## src/rtl/mtep_pkg.sv

```systemverilog
// Shared constants, codes and controller/datapath interface types for the
// MIDI track event parser. No dependencies.
package mtep_pkg;

  localparam int VLQ_MAX_BYTES = 4;

  localparam int BYTE_W    = 8;
  localparam int NIB_W     = 4;
  localparam int VLQ_W     = 28;
  localparam int VCNT_W    = 3;
  localparam int TPB_W     = 15;
  localparam int PERIOD_W  = 24;
  localparam int DELAY_W   = PERIOD_W + VLQ_W;
  localparam int KIND_W    = 3;
  localparam int CMD_W     = 2;
  localparam int PHASE_W   = 3;
  localparam int CFG_A_W   = 1;
  localparam int CFG_D_W   = 24;
  localparam int OUT_D_W   = 120;
  localparam int DIV_CNT_W = 5;

  localparam logic [CFG_A_W-1:0] REG_TICKS_PER_BEAT = 1'd0;
  localparam logic [CFG_A_W-1:0] REG_INIT_PERIOD    = 1'd1;

  localparam logic [TPB_W-1:0]    TPB_RESET    = 15'd96;
  localparam logic [PERIOD_W-1:0] PERIOD_RESET = 24'd1;

  localparam logic [CMD_W-1:0] CMD_BYTE    = 2'd0;
  localparam logic [CMD_W-1:0] CMD_END     = 2'd1;
  localparam logic [CMD_W-1:0] CMD_RESTART = 2'd2;

  localparam logic [KIND_W-1:0] KIND_CHANNEL   = 3'd0;
  localparam logic [KIND_W-1:0] KIND_META      = 3'd1;
  localparam logic [KIND_W-1:0] KIND_EOT       = 3'd2;
  localparam logic [KIND_W-1:0] KIND_PREMATURE = 3'd3;
  localparam logic [KIND_W-1:0] KIND_ERROR     = 3'd4;

  localparam logic [PHASE_W-1:0] PH_DELTA  = 3'd0;
  localparam logic [PHASE_W-1:0] PH_STATUS = 3'd1;
  localparam logic [PHASE_W-1:0] PH_P1     = 3'd2;
  localparam logic [PHASE_W-1:0] PH_P2     = 3'd3;
  localparam logic [PHASE_W-1:0] PH_MTYPE  = 3'd4;
  localparam logic [PHASE_W-1:0] PH_MLEN   = 3'd5;
  localparam logic [PHASE_W-1:0] PH_MDATA  = 3'd6;

  localparam logic [BYTE_W-1:0] META_TEMPO = 8'h51;
  localparam logic [BYTE_W-1:0] META_EOT   = 8'h2F;
  localparam logic [NIB_W-1:0]  TYPE_META  = 4'hF;
  localparam logic [NIB_W-1:0]  TYPE_PROG  = 4'hC;
  localparam logic [NIB_W-1:0]  TYPE_PRESS = 4'hD;

  typedef struct packed {
    logic take;         // accept the input transaction
    logic load_out;     // move pending result into output register
    logic div_start;    // launch tempo divide
    logic load_period;  // capture quotient into tick period
  } ctl_cmd_t;

  typedef struct packed {
    logic has_result;   // accepted transaction produces a result
    logic tempo_go;     // pending result closes a usable tempo meta
    logic out_free;     // output register can take a result this cycle
    logic div_done;
  } ctl_sts_t;

endpackage

```

## src/rtl/mtep_div.sv

```systemverilog
// Restoring divider, one quotient bit per cycle: 24-bit tempo by 15-bit
// ticks per beat. Depends on mtep_pkg.
module mtep_div (
  input  logic                          clk,
  input  logic                          rst_n,
  input  logic                          start,
  input  logic [mtep_pkg::PERIOD_W-1:0] dividend,
  input  logic [mtep_pkg::TPB_W-1:0]    divisor,
  output logic                          done,
  output logic [mtep_pkg::PERIOD_W-1:0] quotient
);

  logic                           busy_r, busy_nxt;
  logic [mtep_pkg::DIV_CNT_W-1:0] cnt_r, cnt_nxt;
  logic [mtep_pkg::TPB_W-1:0]     rem_r, rem_nxt;
  logic [mtep_pkg::PERIOD_W-1:0]  q_r, q_nxt;
  logic [mtep_pkg::TPB_W-1:0]     dvs_r, dvs_nxt;
  logic [mtep_pkg::TPB_W:0]       trial;
  logic [mtep_pkg::TPB_W:0]       diff;
  logic                           last_step;

  assign trial     = {rem_r, q_r[mtep_pkg::PERIOD_W-1]};
  assign diff      = trial - {1'b0, dvs_r};
  assign last_step = (cnt_r == mtep_pkg::DIV_CNT_W'(mtep_pkg::PERIOD_W - 1));

  always_comb begin
    busy_nxt = busy_r;
    cnt_nxt  = cnt_r;
    rem_nxt  = rem_r;
    q_nxt    = q_r;
    dvs_nxt  = dvs_r;
    if (start) begin
      busy_nxt = 1'b1;
      cnt_nxt  = '0;
      rem_nxt  = '0;
      q_nxt    = dividend;
      dvs_nxt  = divisor;
    end else if (busy_r) begin
      if (trial >= {1'b0, dvs_r}) begin
        rem_nxt = diff[mtep_pkg::TPB_W-1:0];
        q_nxt   = {q_r[mtep_pkg::PERIOD_W-2:0], 1'b1};
      end else begin
        rem_nxt = trial[mtep_pkg::TPB_W-1:0];
        q_nxt   = {q_r[mtep_pkg::PERIOD_W-2:0], 1'b0};
      end
      cnt_nxt = cnt_r + 1'b1;
      if (last_step) busy_nxt = 1'b0;
    end
  end

  always_ff @(posedge clk) begin
    if (!rst_n) begin
      busy_r <= 1'b0;
      cnt_r  <= '0;
    end else begin
      busy_r <= busy_nxt;
      cnt_r  <= cnt_nxt;
    end
    rem_r <= rem_nxt;
    q_r   <= q_nxt;
    dvs_r <= dvs_nxt;
  end

  // done rises in the cycle after the last step, with the quotient settled
  logic done_r;
  always_ff @(posedge clk) begin
    if (!rst_n) done_r <= 1'b0;
    else        done_r <= busy_r && last_step && !start;
  end

  assign done     = done_r;
  assign quotient = q_r;

endmodule

```

## src/rtl/mtep_dp.sv

```systemverilog
// Datapath: parse state, config registers, pending result, delay multiply
// and output register. Depends on mtep_pkg and mtep_div.
module mtep_dp (
  input  logic                          clk,
  input  logic                          rst_n,
  input  mtep_pkg::ctl_cmd_t            cmd,
  output mtep_pkg::ctl_sts_t            sts,
  input  logic [mtep_pkg::CMD_W-1:0]    in_cmd,
  input  logic [mtep_pkg::BYTE_W-1:0]   in_byte,
  input  logic                          cfg_we,
  input  logic [mtep_pkg::CFG_A_W-1:0]  cfg_addr,
  input  logic [mtep_pkg::CFG_D_W-1:0]  cfg_wdata,
  output logic                          out_valid,
  input  logic                          out_ready,
  output logic [mtep_pkg::KIND_W-1:0]   out_kind,
  output logic [mtep_pkg::OUT_D_W-1:0]  out_data,
  output logic                          out_last
);

  // configuration
  logic [mtep_pkg::TPB_W-1:0]    tpb_r;
  logic [mtep_pkg::PERIOD_W-1:0] init_r;

  always_ff @(posedge clk) begin
    if (!rst_n) begin
      tpb_r  <= mtep_pkg::TPB_RESET;
      init_r <= mtep_pkg::PERIOD_RESET;
    end else if (cfg_we) begin
      unique case (cfg_addr)
        mtep_pkg::REG_TICKS_PER_BEAT: tpb_r  <= cfg_wdata[mtep_pkg::TPB_W-1:0];
        mtep_pkg::REG_INIT_PERIOD:    init_r <= cfg_wdata;
        default: ;
      endcase
    end
  end

  // parse state
  logic [mtep_pkg::PHASE_W-1:0]  phase_r, phase_nxt;
  logic [mtep_pkg::VLQ_W-1:0]    acc_r, acc_nxt;
  logic [mtep_pkg::VCNT_W-1:0]   vcnt_r, vcnt_nxt;
  logic [mtep_pkg::VLQ_W-1:0]    delta_r, delta_nxt;
  logic [mtep_pkg::NIB_W-1:0]    rtype_r, rtype_nxt;
  logic                          rvalid_r, rvalid_nxt;
  logic [mtep_pkg::NIB_W-1:0]    rchan_r, rchan_nxt;
  logic [mtep_pkg::BYTE_W-1:0]   first_r, first_nxt;
  logic [mtep_pkg::PERIOD_W-1:0] period_r, period_nxt;
  logic [mtep_pkg::PERIOD_W-1:0] tempo_r, tempo_nxt;
  logic [mtep_pkg::BYTE_W-1:0]   mkind_r, mkind_nxt;
  logic [mtep_pkg::VLQ_W-1:0]    mrem_r, mrem_nxt;
  logic [mtep_pkg::VLQ_W-1:0]    mpos_r, mpos_nxt;
  logic                          ended_r, ended_nxt;

  // pending result (everything but the delay)
  logic                          res;
  logic                          p_tempo_r, p_tempo_nxt;
  logic                          p_zdel_r, p_zdel_nxt;
  logic [mtep_pkg::KIND_W-1:0]   p_kind_r, p_kind_nxt;
  logic [mtep_pkg::NIB_W-1:0]    p_type_r, p_type_nxt;
  logic [mtep_pkg::NIB_W-1:0]    p_chan_r, p_chan_nxt;
  logic [mtep_pkg::BYTE_W-1:0]   p_p1_r, p_p1_nxt;
  logic [mtep_pkg::BYTE_W-1:0]   p_p2_r, p_p2_nxt;
  logic [mtep_pkg::BYTE_W-1:0]   p_mtype_r, p_mtype_nxt;
  logic [mtep_pkg::BYTE_W-1:0]   p_mbyte_r, p_mbyte_nxt;
  logic [mtep_pkg::VLQ_W-1:0]    p_midx_r, p_midx_nxt;
  logic                          p_last_r, p_last_nxt;

  // variable-length quantity step
  logic [mtep_pkg::VLQ_W-1:0]    vlq_acc;
  logic [mtep_pkg::VCNT_W-1:0]   vlq_cnt;
  logic                          vlq_done;
  logic [mtep_pkg::KIND_W-1:0]   meta_res_kind;
  logic [mtep_pkg::VLQ_W-1:0]    mrem_dec;
  logic [mtep_pkg::VLQ_W-1:0]    mpos_inc;
  logic                          one_param;

  assign vlq_acc  = {acc_r[mtep_pkg::VLQ_W-8:0], in_byte[6:0]};
  assign vlq_cnt  = vcnt_r + 1'b1;
  assign vlq_done = !in_byte[7] ||
                    (vlq_cnt >= mtep_pkg::VCNT_W'(mtep_pkg::VLQ_MAX_BYTES));
  assign meta_res_kind = (mkind_r == mtep_pkg::META_EOT) ? mtep_pkg::KIND_EOT
                                                         : mtep_pkg::KIND_META;
  assign mrem_dec  = mrem_r - 1'b1;
  assign mpos_inc  = mpos_r + 1'b1;
  assign one_param = (rtype_r == mtep_pkg::TYPE_PROG) || (rtype_r == mtep_pkg::TYPE_PRESS);

  always_comb begin
    phase_nxt  = phase_r;
    acc_nxt    = acc_r;
    vcnt_nxt   = vcnt_r;
    delta_nxt  = delta_r;
    rtype_nxt  = rtype_r;
    rvalid_nxt = rvalid_r;
    rchan_nxt  = rchan_r;
    first_nxt  = first_r;
    period_nxt = period_r;
    tempo_nxt  = tempo_r;
    mkind_nxt  = mkind_r;
    mrem_nxt   = mrem_r;
    mpos_nxt   = mpos_r;
    ended_nxt  = ended_r;
    res         = 1'b0;
    p_tempo_nxt = 1'b0;
    p_zdel_nxt  = 1'b0;
    p_kind_nxt  = mtep_pkg::KIND_CHANNEL;
    p_type_nxt  = rtype_r;
    p_chan_nxt  = rchan_r;
    p_p1_nxt    = '0;
    p_p2_nxt    = '0;
    p_mtype_nxt = '0;
    p_mbyte_nxt = '0;
    p_midx_nxt  = '0;
    p_last_nxt  = 1'b1;

    unique case (in_cmd)
      mtep_pkg::CMD_RESTART: begin
        phase_nxt  = mtep_pkg::PH_DELTA;
        acc_nxt    = '0;
        vcnt_nxt   = '0;
        delta_nxt  = '0;
        rtype_nxt  = '0;
        rvalid_nxt = 1'b0;
        rchan_nxt  = '0;
        first_nxt  = '0;
        period_nxt = init_r;
        tempo_nxt  = '0;
        mkind_nxt  = '0;
        mrem_nxt   = '0;
        mpos_nxt   = '0;
        ended_nxt  = 1'b0;
      end
      mtep_pkg::CMD_END: begin
        res        = 1'b1;
        p_kind_nxt = ended_r ? mtep_pkg::KIND_EOT : mtep_pkg::KIND_PREMATURE;
        p_type_nxt = '0;
        p_chan_nxt = '0;
        p_zdel_nxt = 1'b1;
        ended_nxt  = 1'b1;
        phase_nxt  = mtep_pkg::PH_DELTA;
      end
      mtep_pkg::CMD_BYTE: begin
        if (!ended_r) begin
          unique case (phase_r)
            mtep_pkg::PH_DELTA: begin
              acc_nxt  = vlq_acc;
              vcnt_nxt = vlq_cnt;
              if (vlq_done) begin
                vcnt_nxt  = '0;
                delta_nxt = vlq_acc;
                acc_nxt   = '0;
                phase_nxt = mtep_pkg::PH_STATUS;
              end
            end
            mtep_pkg::PH_STATUS: begin
              if (in_byte[7]) begin
                rtype_nxt = in_byte[7:4];
                rchan_nxt = in_byte[3:0];
                if (in_byte[7:4] == mtep_pkg::TYPE_META) begin
                  rvalid_nxt = 1'b0;
                  phase_nxt  = mtep_pkg::PH_MTYPE;
                end else begin
                  rvalid_nxt = 1'b1;
                  phase_nxt  = mtep_pkg::PH_P1;
                end
              end else if (!rvalid_r) begin
                // data byte with no running status
                res        = 1'b1;
                p_kind_nxt = mtep_pkg::KIND_ERROR;
                p_type_nxt = '0;
                p_chan_nxt = '0;
                p_p1_nxt   = in_byte;
                phase_nxt  = mtep_pkg::PH_DELTA;
              end else begin
                first_nxt = in_byte;
                if (one_param) begin
                  res       = 1'b1;
                  p_p1_nxt  = in_byte;
                  phase_nxt = mtep_pkg::PH_DELTA;
                end else begin
                  phase_nxt = mtep_pkg::PH_P2;
                end
              end
            end
            mtep_pkg::PH_P1: begin
              first_nxt = in_byte;
              if (one_param) begin
                res       = 1'b1;
                p_p1_nxt  = in_byte;
                phase_nxt = mtep_pkg::PH_DELTA;
              end else begin
                phase_nxt = mtep_pkg::PH_P2;
              end
            end
            mtep_pkg::PH_P2: begin
              res       = 1'b1;
              p_p1_nxt  = first_r;
              p_p2_nxt  = in_byte;
              phase_nxt = mtep_pkg::PH_DELTA;
            end
            mtep_pkg::PH_MTYPE: begin
              mkind_nxt = in_byte;
              acc_nxt   = '0;
              vcnt_nxt  = '0;
              phase_nxt = mtep_pkg::PH_MLEN;
            end
            mtep_pkg::PH_MLEN: begin
              acc_nxt  = vlq_acc;
              vcnt_nxt = vlq_cnt;
              if (vlq_done) begin
                vcnt_nxt  = '0;
                mrem_nxt  = vlq_acc;
                acc_nxt   = '0;
                mpos_nxt  = '0;
                tempo_nxt = '0;
                if (vlq_acc == '0) begin
                  res         = 1'b1;
                  p_kind_nxt  = meta_res_kind;
                  p_type_nxt  = mtep_pkg::TYPE_META;
                  p_mtype_nxt = mkind_r;
                  if (mkind_r == mtep_pkg::META_EOT) ended_nxt = 1'b1;
                  phase_nxt   = mtep_pkg::PH_DELTA;
                end else begin
                  phase_nxt = mtep_pkg::PH_MDATA;
                end
              end
            end
            mtep_pkg::PH_MDATA: begin
              if (mkind_r == mtep_pkg::META_TEMPO && mpos_r < mtep_pkg::VLQ_W'(3))
                tempo_nxt = {tempo_r[mtep_pkg::PERIOD_W-9:0], in_byte};
              mpos_nxt    = mpos_inc;
              mrem_nxt    = mrem_dec;
              res         = 1'b1;
              p_kind_nxt  = meta_res_kind;
              p_type_nxt  = mtep_pkg::TYPE_META;
              p_mtype_nxt = mkind_r;
              p_mbyte_nxt = in_byte;
              p_midx_nxt  = mpos_r;
              p_last_nxt  = (mrem_dec == '0);
              if (mrem_dec == '0) begin
                p_tempo_nxt = (mkind_r == mtep_pkg::META_TEMPO) &&
                              (mpos_inc >= mtep_pkg::VLQ_W'(3)) && (tpb_r != '0);
                if (mkind_r == mtep_pkg::META_EOT) ended_nxt = 1'b1;
                phase_nxt = mtep_pkg::PH_DELTA;
              end
            end
            default: phase_nxt = mtep_pkg::PH_DELTA;
          endcase
        end
      end
      default: ;
    endcase
  end

  // divider for tempo updates
  logic                          div_done;
  logic [mtep_pkg::PERIOD_W-1:0] div_q;

  mtep_div u_div (
    .clk      (clk),
    .rst_n    (rst_n),
    .start    (cmd.div_start),
    .dividend (tempo_r),
    .divisor  (tpb_r),
    .done     (div_done),
    .quotient (div_q)
  );

  always_ff @(posedge clk) begin
    if (!rst_n) begin
      phase_r  <= mtep_pkg::PH_DELTA;
      acc_r    <= '0;
      vcnt_r   <= '0;
      delta_r  <= '0;
      rtype_r  <= '0;
      rvalid_r <= 1'b0;
      rchan_r  <= '0;
      first_r  <= '0;
      period_r <= mtep_pkg::PERIOD_RESET;
      tempo_r  <= '0;
      mkind_r  <= '0;
      mrem_r   <= '0;
      mpos_r   <= '0;
      ended_r  <= 1'b0;
      p_tempo_r <= 1'b0;
    end else if (cmd.take) begin
      phase_r  <= phase_nxt;
      acc_r    <= acc_nxt;
      vcnt_r   <= vcnt_nxt;
      delta_r  <= delta_nxt;
      rtype_r  <= rtype_nxt;
      rvalid_r <= rvalid_nxt;
      rchan_r  <= rchan_nxt;
      first_r  <= first_nxt;
      period_r <= period_nxt;
      tempo_r  <= tempo_nxt;
      mkind_r  <= mkind_nxt;
      mrem_r   <= mrem_nxt;
      mpos_r   <= mpos_nxt;
      ended_r  <= ended_nxt;
      p_tempo_r <= p_tempo_nxt;
    end else if (cmd.load_period) begin
      period_r <= div_q;
    end
  end

  always_ff @(posedge clk) begin
    if (cmd.take) begin
      p_zdel_r  <= p_zdel_nxt;
      p_kind_r  <= p_kind_nxt;
      p_type_r  <= p_type_nxt;
      p_chan_r  <= p_chan_nxt;
      p_p1_r    <= p_p1_nxt;
      p_p2_r    <= p_p2_nxt;
      p_mtype_r <= p_mtype_nxt;
      p_mbyte_r <= p_mbyte_nxt;
      p_midx_r  <= p_midx_nxt;
      p_last_r  <= p_last_nxt;
    end
  end

  // output register; delay product formed as the result is loaded
  logic                          out_valid_r;
  logic [mtep_pkg::DELAY_W-1:0]  prod;
  logic [mtep_pkg::KIND_W-1:0]   o_kind_r;
  logic [mtep_pkg::OUT_D_W-1:0]  o_data_r;
  logic                          o_last_r;

  assign prod = period_r * delta_r;

  always_ff @(posedge clk) begin
    if (!rst_n) begin
      out_valid_r <= 1'b0;
    end else if (cmd.load_out) begin
      out_valid_r <= 1'b1;
    end else if (out_ready) begin
      out_valid_r <= 1'b0;
    end
  end

  always_ff @(posedge clk) begin
    if (cmd.load_out) begin
      o_kind_r <= p_kind_r;
      o_last_r <= p_last_r;
      o_data_r <= {p_midx_r, p_mbyte_r, p_mtype_r,
                   (p_zdel_r ? mtep_pkg::DELAY_W'(0) : prod),
                   p_p2_r, p_p1_r, p_chan_r, p_type_r};
    end
  end

  assign out_valid = out_valid_r;
  assign out_kind  = o_kind_r;
  assign out_data  = o_data_r;
  assign out_last  = o_last_r;

  assign sts.has_result = res;
  assign sts.tempo_go   = p_tempo_r;
  assign sts.out_free   = !out_valid_r || out_ready;
  assign sts.div_done   = div_done;

endmodule

```

## src/rtl/mtep_ctrl.sv

```systemverilog
// Controller: sequences accept, result load and tempo divide.
// Depends on mtep_pkg.
module mtep_ctrl (
  input  logic               clk,
  input  logic               rst_n,
  input  logic               in_valid,
  output logic               in_ready,
  input  mtep_pkg::ctl_sts_t sts,
  output mtep_pkg::ctl_cmd_t cmd
);

  localparam logic [1:0] S_IDLE = 2'd0;
  localparam logic [1:0] S_MUL  = 2'd1;
  localparam logic [1:0] S_DIV  = 2'd2;

  logic [1:0] state_r, state_nxt;

  always_comb begin
    state_nxt       = state_r;
    cmd.take        = 1'b0;
    cmd.load_out    = 1'b0;
    cmd.div_start   = 1'b0;
    cmd.load_period = 1'b0;
    unique case (state_r)
      S_IDLE: begin
        cmd.take = in_valid;
        if (in_valid && sts.has_result) state_nxt = S_MUL;
      end
      S_MUL: begin
        // wait here until the output register frees up
        if (sts.out_free) begin
          cmd.load_out = 1'b1;
          if (sts.tempo_go) begin
            cmd.div_start = 1'b1;
            state_nxt     = S_DIV;
          end else begin
            state_nxt = S_IDLE;
          end
        end
      end
      S_DIV: begin
        if (sts.div_done) begin
          cmd.load_period = 1'b1;
          state_nxt       = S_IDLE;
        end
      end
      default: state_nxt = S_IDLE;
    endcase
  end

  always_ff @(posedge clk) begin
    if (!rst_n) state_r <= S_IDLE;
    else        state_r <= state_nxt;
  end

  assign in_ready = (state_r == S_IDLE);

  a_take_result_mul: assert property (@(posedge clk) disable iff (!rst_n)
    cmd.take && sts.has_result |=> state_r == S_MUL)
    else $error("result transaction did not enter multiply state");

  a_load_needs_room: assert property (@(posedge clk) disable iff (!rst_n)
    cmd.load_out |-> sts.out_free)
    else $error("output register overwritten");

  a_div_holds: assert property (@(posedge clk) disable iff (!rst_n)
    state_r == S_DIV && !sts.div_done |=> state_r == S_DIV)
    else $error("left divide state before quotient ready");

endmodule

```

## src/rtl/midi_track_event_parser.sv

```systemverilog
// Top level of the MIDI track event parser: stream ports, config port,
// controller and datapath. Depends on mtep_pkg, mtep_ctrl, mtep_dp.
//
// Takes one track byte (or an end-of-data / restart command) per transaction.
// A byte that yields no result is simply taken; after a byte that yields a
// result the controller forms the delay product (tick period times delta)
// into the output register, waiting while the previous result has not been
// taken. The last byte of a tempo meta with three or more data bytes and
// nonzero ticks per beat then adds the bit-serial divide of tempo by ticks
// per beat. Configuration is written through cfg_we/cfg_addr/cfg_wdata only
// while the block is idle, a rule for the user that the block does not enforce.
module midi_track_event_parser (
  input  logic                          clk,
  input  logic                          rst_n,
  input  logic                          cfg_we,
  input  logic [mtep_pkg::CFG_A_W-1:0]  cfg_addr,
  input  logic [mtep_pkg::CFG_D_W-1:0]  cfg_wdata,
  input  logic                          in_tvalid,
  output logic                          in_tready,
  input  logic [mtep_pkg::BYTE_W-1:0]   in_tdata,   // data_byte
  input  logic [mtep_pkg::CMD_W-1:0]    in_tuser,   // command
  output logic                          out_tvalid,
  input  logic                          out_tready,
  // event_type, channel, param_first, param_second, delay, meta_type,
  // meta_byte, meta_index
  output logic [mtep_pkg::OUT_D_W-1:0]  out_tdata,
  output logic [mtep_pkg::KIND_W-1:0]   out_tuser,  // kind
  output logic                          out_tlast   // last_of_event
);

  mtep_pkg::ctl_cmd_t cmd;
  mtep_pkg::ctl_sts_t sts;

  mtep_ctrl u_ctrl (
    .clk      (clk),
    .rst_n    (rst_n),
    .in_valid (in_tvalid),
    .in_ready (in_tready),
    .sts      (sts),
    .cmd      (cmd)
  );

  mtep_dp u_dp (
    .clk       (clk),
    .rst_n     (rst_n),
    .cmd       (cmd),
    .sts       (sts),
    .in_cmd    (in_tuser),
    .in_byte   (in_tdata),
    .cfg_we    (cfg_we),
    .cfg_addr  (cfg_addr),
    .cfg_wdata (cfg_wdata),
    .out_valid (out_tvalid),
    .out_ready (out_tready),
    .out_kind  (out_tuser),
    .out_data  (out_tdata),
    .out_last  (out_tlast)
  );

endmodule
```

## config.mk

```make
export PLATFORM = sky130hd
export DESIGN_NAME = midi_track_event_parser
export DESIGN_NICKNAME = d
export VERILOG_FILES = /design/src/rtl/mtep_pkg.sv /design/src/rtl/mtep_div.sv /design/src/rtl/mtep_dp.sv /design/src/rtl/mtep_ctrl.sv /design/src/rtl/midi_track_event_parser.sv
export SDC_FILE = /design/constraint.sdc
export NUM_CORES = 2
export LEC_CHECK = 0
export ABC_CLOCK_PERIOD_IN_PS = 16450
export BUFFER_PORTS_ARGS = -buffer_cell sky130_fd_sc_hd__buf_2
export CAP_MARGIN = 10
export CORE_AREA = 5 5 357 359
export CTS_CLUSTER_DIAMETER = 120
export DETAILED_ROUTE_END_ITERATION = 10
export DIE_AREA = 0 0 362 364
export PLACE_DENSITY_LB_ADDON = 0.25
export SLEW_MARGIN = 20
export SYNTH_ARGS = -nofsm -noshare
export SYNTH_HDL_FRONTEND = slang
export SYNTH_SLANG_ARGS = --single-unit
```

## constraint.sdc

```tcl
create_clock -name clk -period 16.45 [get_ports clk]
set_input_delay 0.8225 -clock clk [delete_from_list [all_inputs] [get_ports clk]]
set_output_delay 0.8225 -clock clk [all_outputs]
set_load 0.1 [all_outputs]
```

Word level (Yosys, flattened, before mapping)
Cells that the tools add are included.

Equality and inequality tests: 35. Reductions and logical operators: 44. Bitwise operators: 5. Order comparisons: 4. Multipliers: 1. Mux-type cells: 128. $add $sub $neg: 5.

Operators with widths (number): $pmux 28 s2 (5); $mux 24 (8); $mux 28 (6); $pmux 24 s2 (2); $pmux 21 s2 (2); $mux 8 (10); $pmux 8 s2 (4); $mux 4 (15); $logic_not 28->1 (2); $mul 24x28->52 (1); $mux 3 (15); $mux 21 (2); $pmux 4 s2 (4); $mux 1 (31); $add 28x1->28 const B (1); $ge 28x2->1 const B (1); $lt 28x2->1 const B (1); $sub 28x1->28 const B (1); $pmux 3 s2 (4); $pmux 8 s3 (1); $ne 3x2->1 const B (6); $pmux 3 s6 (1); $reduce_and 6->1 (3); $ge 16x15->1 (1); other kinds (40) (95).

Word-level logic and storage cells: 261. Register bits after elaboration: 486. Input port bits: 40.

Depth between registers and ports, before layout
Depth in word-level cells: 11. Mapped depth: 26.

Cells and area by module
Synthesis repeated with hierarchy kept, for this count alone.

Cells, all modules: 4510. Area total of the unflattened synthesis: 43103.8 um^2.

Modules (own cells, without submodules): mtep_dp (area each 39660.5 um^2, cells an instance 4202, instances 1, sequential area each 10440.0 um^2); mtep_div (area each 3319.4 um^2, cells an instance 295, instances 1, sequential area each 1611.5 um^2); mtep_ctrl (area each 123.9 um^2, cells an instance 13, instances 1, sequential area each 40.0 um^2).

Worst setup path before layout
OpenSTA, ideal clock, no wires.

Path type: in2reg. Start point: input port out_tready. End point: register u_dp.u_div.q_r, in the netlist u_dp.u_div.quotient[0], enable pin. Required time: 16071 ps. Data arrival time: 8650 ps. Path buffers: 1. Slack: 7421 ps. Cell stages on the path: 7. Library setup time: 379 ps. Path through: nand2b_1 -> nor2b_1 -> nand2_1 -> inv_2 -> nor2_1 -> clkbuf_1 -> inv_1.

Word-level cells in the longest chain between the ends: 4.

Ends and longest elaborated chain: start: declaration (line midi_track_event_parser.sv:23) `input logic out_tready,`; $logic_or 1x1->1 (line mtep_dp.sv:356) `assign sts.out_free = !out_valid_r || out_ready;`; $mux 2 (line mtep_ctrl.sv:31) `if (sts.out_free) begin`; $mux 2 (line mtep_ctrl.sv:24) `unique case (state_r)`; $reduce_bool 2->1 (no source line); end signal: assignment (line mtep_div.sv:60) `q_r <= q_nxt;`; end: declaration (line mtep_div.sv:16) `logic [mtep_pkg::PERIOD_W-1:0] q_r, q_nxt;`.

Every way passes these cells. A chain may end at the register's enable or synchronous reset.

Final worst setup path
Start point: register u_dp.delta_r[9] in the netlist's numbering. End point: register u_dp.o_data_r, in the netlist u_dp.out_data[72], data pin.

Word-level cells in the longest chain between the ends: 1.

Ends and longest elaborated chain: start: declaration (line mtep_dp.sv:41) `logic [mtep_pkg::VLQ_W-1:0] delta_r, delta_nxt;`; start signal: assignment (line mtep_dp.sv:288) `delta_r <= delta_nxt;`; $mul 24x28->52 (line mtep_dp.sv:327) `assign prod = period_r * delta_r;`; end signal: assignment (line mtep_dp.sv:343) `o_data_r <= {p_midx_r, p_mbyte_r, p_mtype_r,`; end: declaration (line mtep_dp.sv:324) `logic [mtep_pkg::OUT_D_W-1:0] o_data_r;`.

Every way passes these cells.

==> impl_metrics.yaml <==
outcome:
  status: "completed"
clocking:
  postCtsSetupBuffers: 0
  cts_tree: "yes"
  postCtsHoldBufs: 0
  max-clock-path-buffers: 3
  cts_max_level: 2
  cts_sinks: 486
  clockRootBuffer: "clkbuf_16"
  clkLatencyLatePin_ps: 680
  cts_inserted_buffers: 57
  clkSlewWorstSetupHoldPaths_ps: 60
  cts_resized: 0
sta:
  maxSlewHeadroom: 0.236
  rsz0062_at_grt: "false"
  tightest_slew_ps: 1140
  tns_ps: 0
  min_period_ps: 8100
  fmax_mhz: 123
  period_share: 0.493
  finalHoldViolCount: 0
  finClkSkew_ps: 56.2
  finalMaxSlewViolations: 0
  setup_viol: 0
global_route:
  grt_pass1_vias: 33155
  antenna_found_initial: 3
  overflow: 0
  grt_max_degree: 110
  grt_pass1_wl_mm: 193
  grt_usage: 0.183
logic_synthesis:
  synth_ff_type: "dfxtp_1"
  synth_edf_count: 236
  ys_ff_latch: 486
  syn_avg_cell_area_sq_um: 9.23
  syn_area_sq_mm: 0.0431
  synth_fp_nets: 5473
  synthCells: 4663
  async_flop_share: 0
  ys_types: 79
  ys_seq_area_frac: 0.281
  ys_warn_count: 0
drt:
  vias: 31797
  wl_per_cell_um: 19.0
  drtPass1Iterations: 5
  drt_wl_total_mm: 121
  ant_nets: 0
  viasPerCell: 5.01
  drt_iter0_markers: 1979
  route.detailed.drc: 0
final_layout:
  fin_util: 0.383
  post-route-cell-area_sq_mm: 0.0473
  multi_input_area_sq_mm: 0.0273
  drive_gt1_frac: 0.0758
  finalNetCount: 5470
  n_fill_cell: 12508
  seq_area_sq_mm: 0.0121
  area_delta_synth_final_pct: 9.79
power_and_ir_drop:
  seq_power_share: 0.460
  switchingPower_mw: 0.760
  ir_drop_uv: 84.4
  switching_share: 0.266
  clockPowerShare: 0.451
  power_density_mw_per_mm2: 60.4
  power_leakage_nw: 20.9
  internal-power_mw: 2.09
  finalPower_mw: 2.85
  combPwrFrac: 0.089
placement:
  hpwl_mm: 88.2
  dpl_cell_area_sq_mm: 0.0453
  gp_congestion: 0.855
  io_buffer_count: 165
floorplan:
  core_sq_mm: 0.123
  start_util: 0.349
  die_y_um: 364
  num_io_pins: 166
  dieArea_sq_mm: 0.132
  dieWidth_um: 362
  rows: 129
worst_setup_path:
  required_ps: 16840
  endpoint_kind: "flop"
  start_kind: "flop"
  crit_type: "reg2reg"
  r2r_slack_ps: 8350
  cp_max_fo: 25
  worstPathArrival_ps: 8490
job:
  drv_cap: 0
hold_path:
  hold_path_class: "in2reg"
-- per-layer routing --
| metal | track usage | part of all wire | vias to the layer above |
|---|---|---|---|
| li1 | - | - | 14843 |
| met1 | 0.259 | 0.47 | 15949 |
| met2 | 0.297 | 0.45 | 835 |
| met3 | 0.0301 | 0.054 | 166 |
| met4 | 0.0406 | 0.022 | 4 |
| met5 | 0 | 0.00017 | - |
-- power by group through the flow --
stage / Clock (mW) / Sequential (mW) / Combinational [mW]
after floorplan: 0 / 1.36 / 0.148
after global placement: 0 / 1.34 / 0.252
after detailed placement: 0 / 1.34 / 0.254
after CTS: 1.32 / 1.31 / 0.255
after global routing: 1.37 / 1.32 / 0.276
final: 1.29 / 1.31 / 0.254
-- layout by cell type, fill, tap and decap left out, drive strengths merged, types with 12 or more instances in the layout --
master,n
nand2,739
inv,690
fa,571
and2,437
dfxtp,250
edfxtp,236
buf,226
ha,199
o21ai,155
nor2,149
nand3,123
a21oi,123
a21boi,113
clkbuf,76
nor3,70
nor2b,69
xnor2,45
nor4,39
nand4,37
a21o,35
o211a,26
a31oi,22
clkinv,22
mux2i,21
and3,20
xor2,20
a22oi,18
o21a,16
o31ai,13
nor3b,13
nand2b,12
o211ai,12
-- synth_stat cells (5+ instances only) --
| cell type | number | area share |
|---|---|---|
| nand2_1 | 739 | 0.064 |
| inv_1 | 684 | 0.060 |
| fa_1 | 571 | 0.27 |
| and2_1 | 436 | 0.063 |
| clkbuf_1 | 264 | 0.023 |
| dfxtp_1 | 250 | 0.12 |
| edfxtp_1 | 236 | 0.16 |
| ha_1 | 199 | 0.058 |
| nor2_1 | 149 | 0.013 |
| o21ai_0 | 149 | 0.017 |
| a21oi_1 | 123 | 0.014 |
| nand3_1 | 123 | 0.014 |
| a21boi_0 | 113 | 0.020 |
| nor2b_1 | 69 | 0.010 |
| nor3_1 | 69 | 0.0080 |
| xnor2_1 | 45 | 0.0092 |
| nand4_1 | 36 | 0.0052 |
| nor4_1 | 36 | 0.0052 |
| a21o_1 | 35 | 0.0061 |
| o211a_1 | 26 | 0.0060 |
| a31oi_1 | 22 | 0.0032 |
| mux2i_1 | 21 | 0.0049 |
| and3_1 | 20 | 0.0029 |
| xor2_1 | 19 | 0.0039 |
| a22oi_1 | 17 | 0.0030 |
| o21a_1 | 16 | 0.0028 |
| nand2b_1 | 12 | 0.0017 |
| nor3b_1 | 12 | 0.0021 |
| o211ai_1 | 12 | 0.0021 |
| o31ai_1 | 12 | 0.0021 |
| buf_1 | 11 | 0.00096 |
| a211oi_1 | 10 | 0.0017 |
| buf_2 | 10 | 0.0012 |
| o21bai_1 | 8 | 0.0014 |
| or2_2 | 8 | 0.0012 |
| or3_1 | 8 | 0.0012 |
| and4_1 | 6 | 0.0012 |
| nand4b_1 | 6 | 0.0012 |
| mux2_2 | 5 | 0.0013 |
-- final timing paths --
path,end,startpoint,cells after the start
max,u_dp.out_data[72]$_SDFFCE_PP0P_,u_dp.delta_r[9]$_SDFFE_PN0P_,20
min,u_dp.init_r[0]$_SDFFE_PN1P_,cfg_wdata[0],3
max reg2reg,u_dp.out_data[72]$_SDFFCE_PP0P_,u_dp.delta_r[9]$_SDFFE_PN0P_,20
min reg2reg,u_dp.out_data[100]$_DFFE_PP_,u_dp.p_midx_r[8]$_SDFFCE_PP0P_,0
-- flip-flops by register name (all words and copies together), names as in the netlist, 15 cells and up --
| name | count |
|---|---|
| u_dp.acc_r | 21 |
| u_dp.delta_r | 28 |
| u_dp.init_r | 24 |
| u_dp.mpos_r | 28 |
| u_dp.mrem_r | 28 |
| u_dp.out_data | 120 |
| u_dp.p_midx_r | 28 |
| u_dp.period_r | 24 |
| u_dp.tempo_r | 24 |
| u_dp.tpb_r | 15 |
| u_dp.u_div.dvs_r | 15 |
| u_dp.u_div.quotient | 24 |
| u_dp.u_div.rem_r | 15 |
-- logic make-up after synthesis --
group,share of synthesized area
flops,0.281
simple gates,0.201
compound gates,0.0896
fa+ha+maj,0.323
mux,0.00619
xor+xnor,0.0134
buf+inv,0.0857
-- layout make-up --
class,instances,area share
multi-input cells,3203,0.578
flip-flops and latches,486,0.256
inverters,686,0.0545
well taps,1637,0.0433
clock buffers,76,0.0334
repair buffers,226,0.0276
clock inverters,31,0.00699
diodes,2,0.000106
-- worst max-delay path, stage by stage (launching register included) --
cell and delay [ps]:
dfxtp_1 1060, and2_1 260, fa_1 440, fa_1 510
inv_1 60, fa_1 450, fa_1 490, fa_1 550
inv_1 50, fa_1 470, inv_1 50, fa_1 470
inv_1 40, ha_1 380, nand4_1 170, nor4b_1 720
o41a_1 400, nand4_1 240, a211oi_1 460, o21ai_0 210
mux2_2 300
-- stage by stage --
step           instances  setup slack, ps  hold WS (ps)
2_1_floorplan       4663             7420           400
3_3_place_gp        6237             8470           405
3_5_place_dp        6237             8380           405
4_1_cts             6344             8340           362
5_1_grt             6345             7950           379
6_report            6347             8350           399
Note: power is estimated with default switching activity, not from simulation.
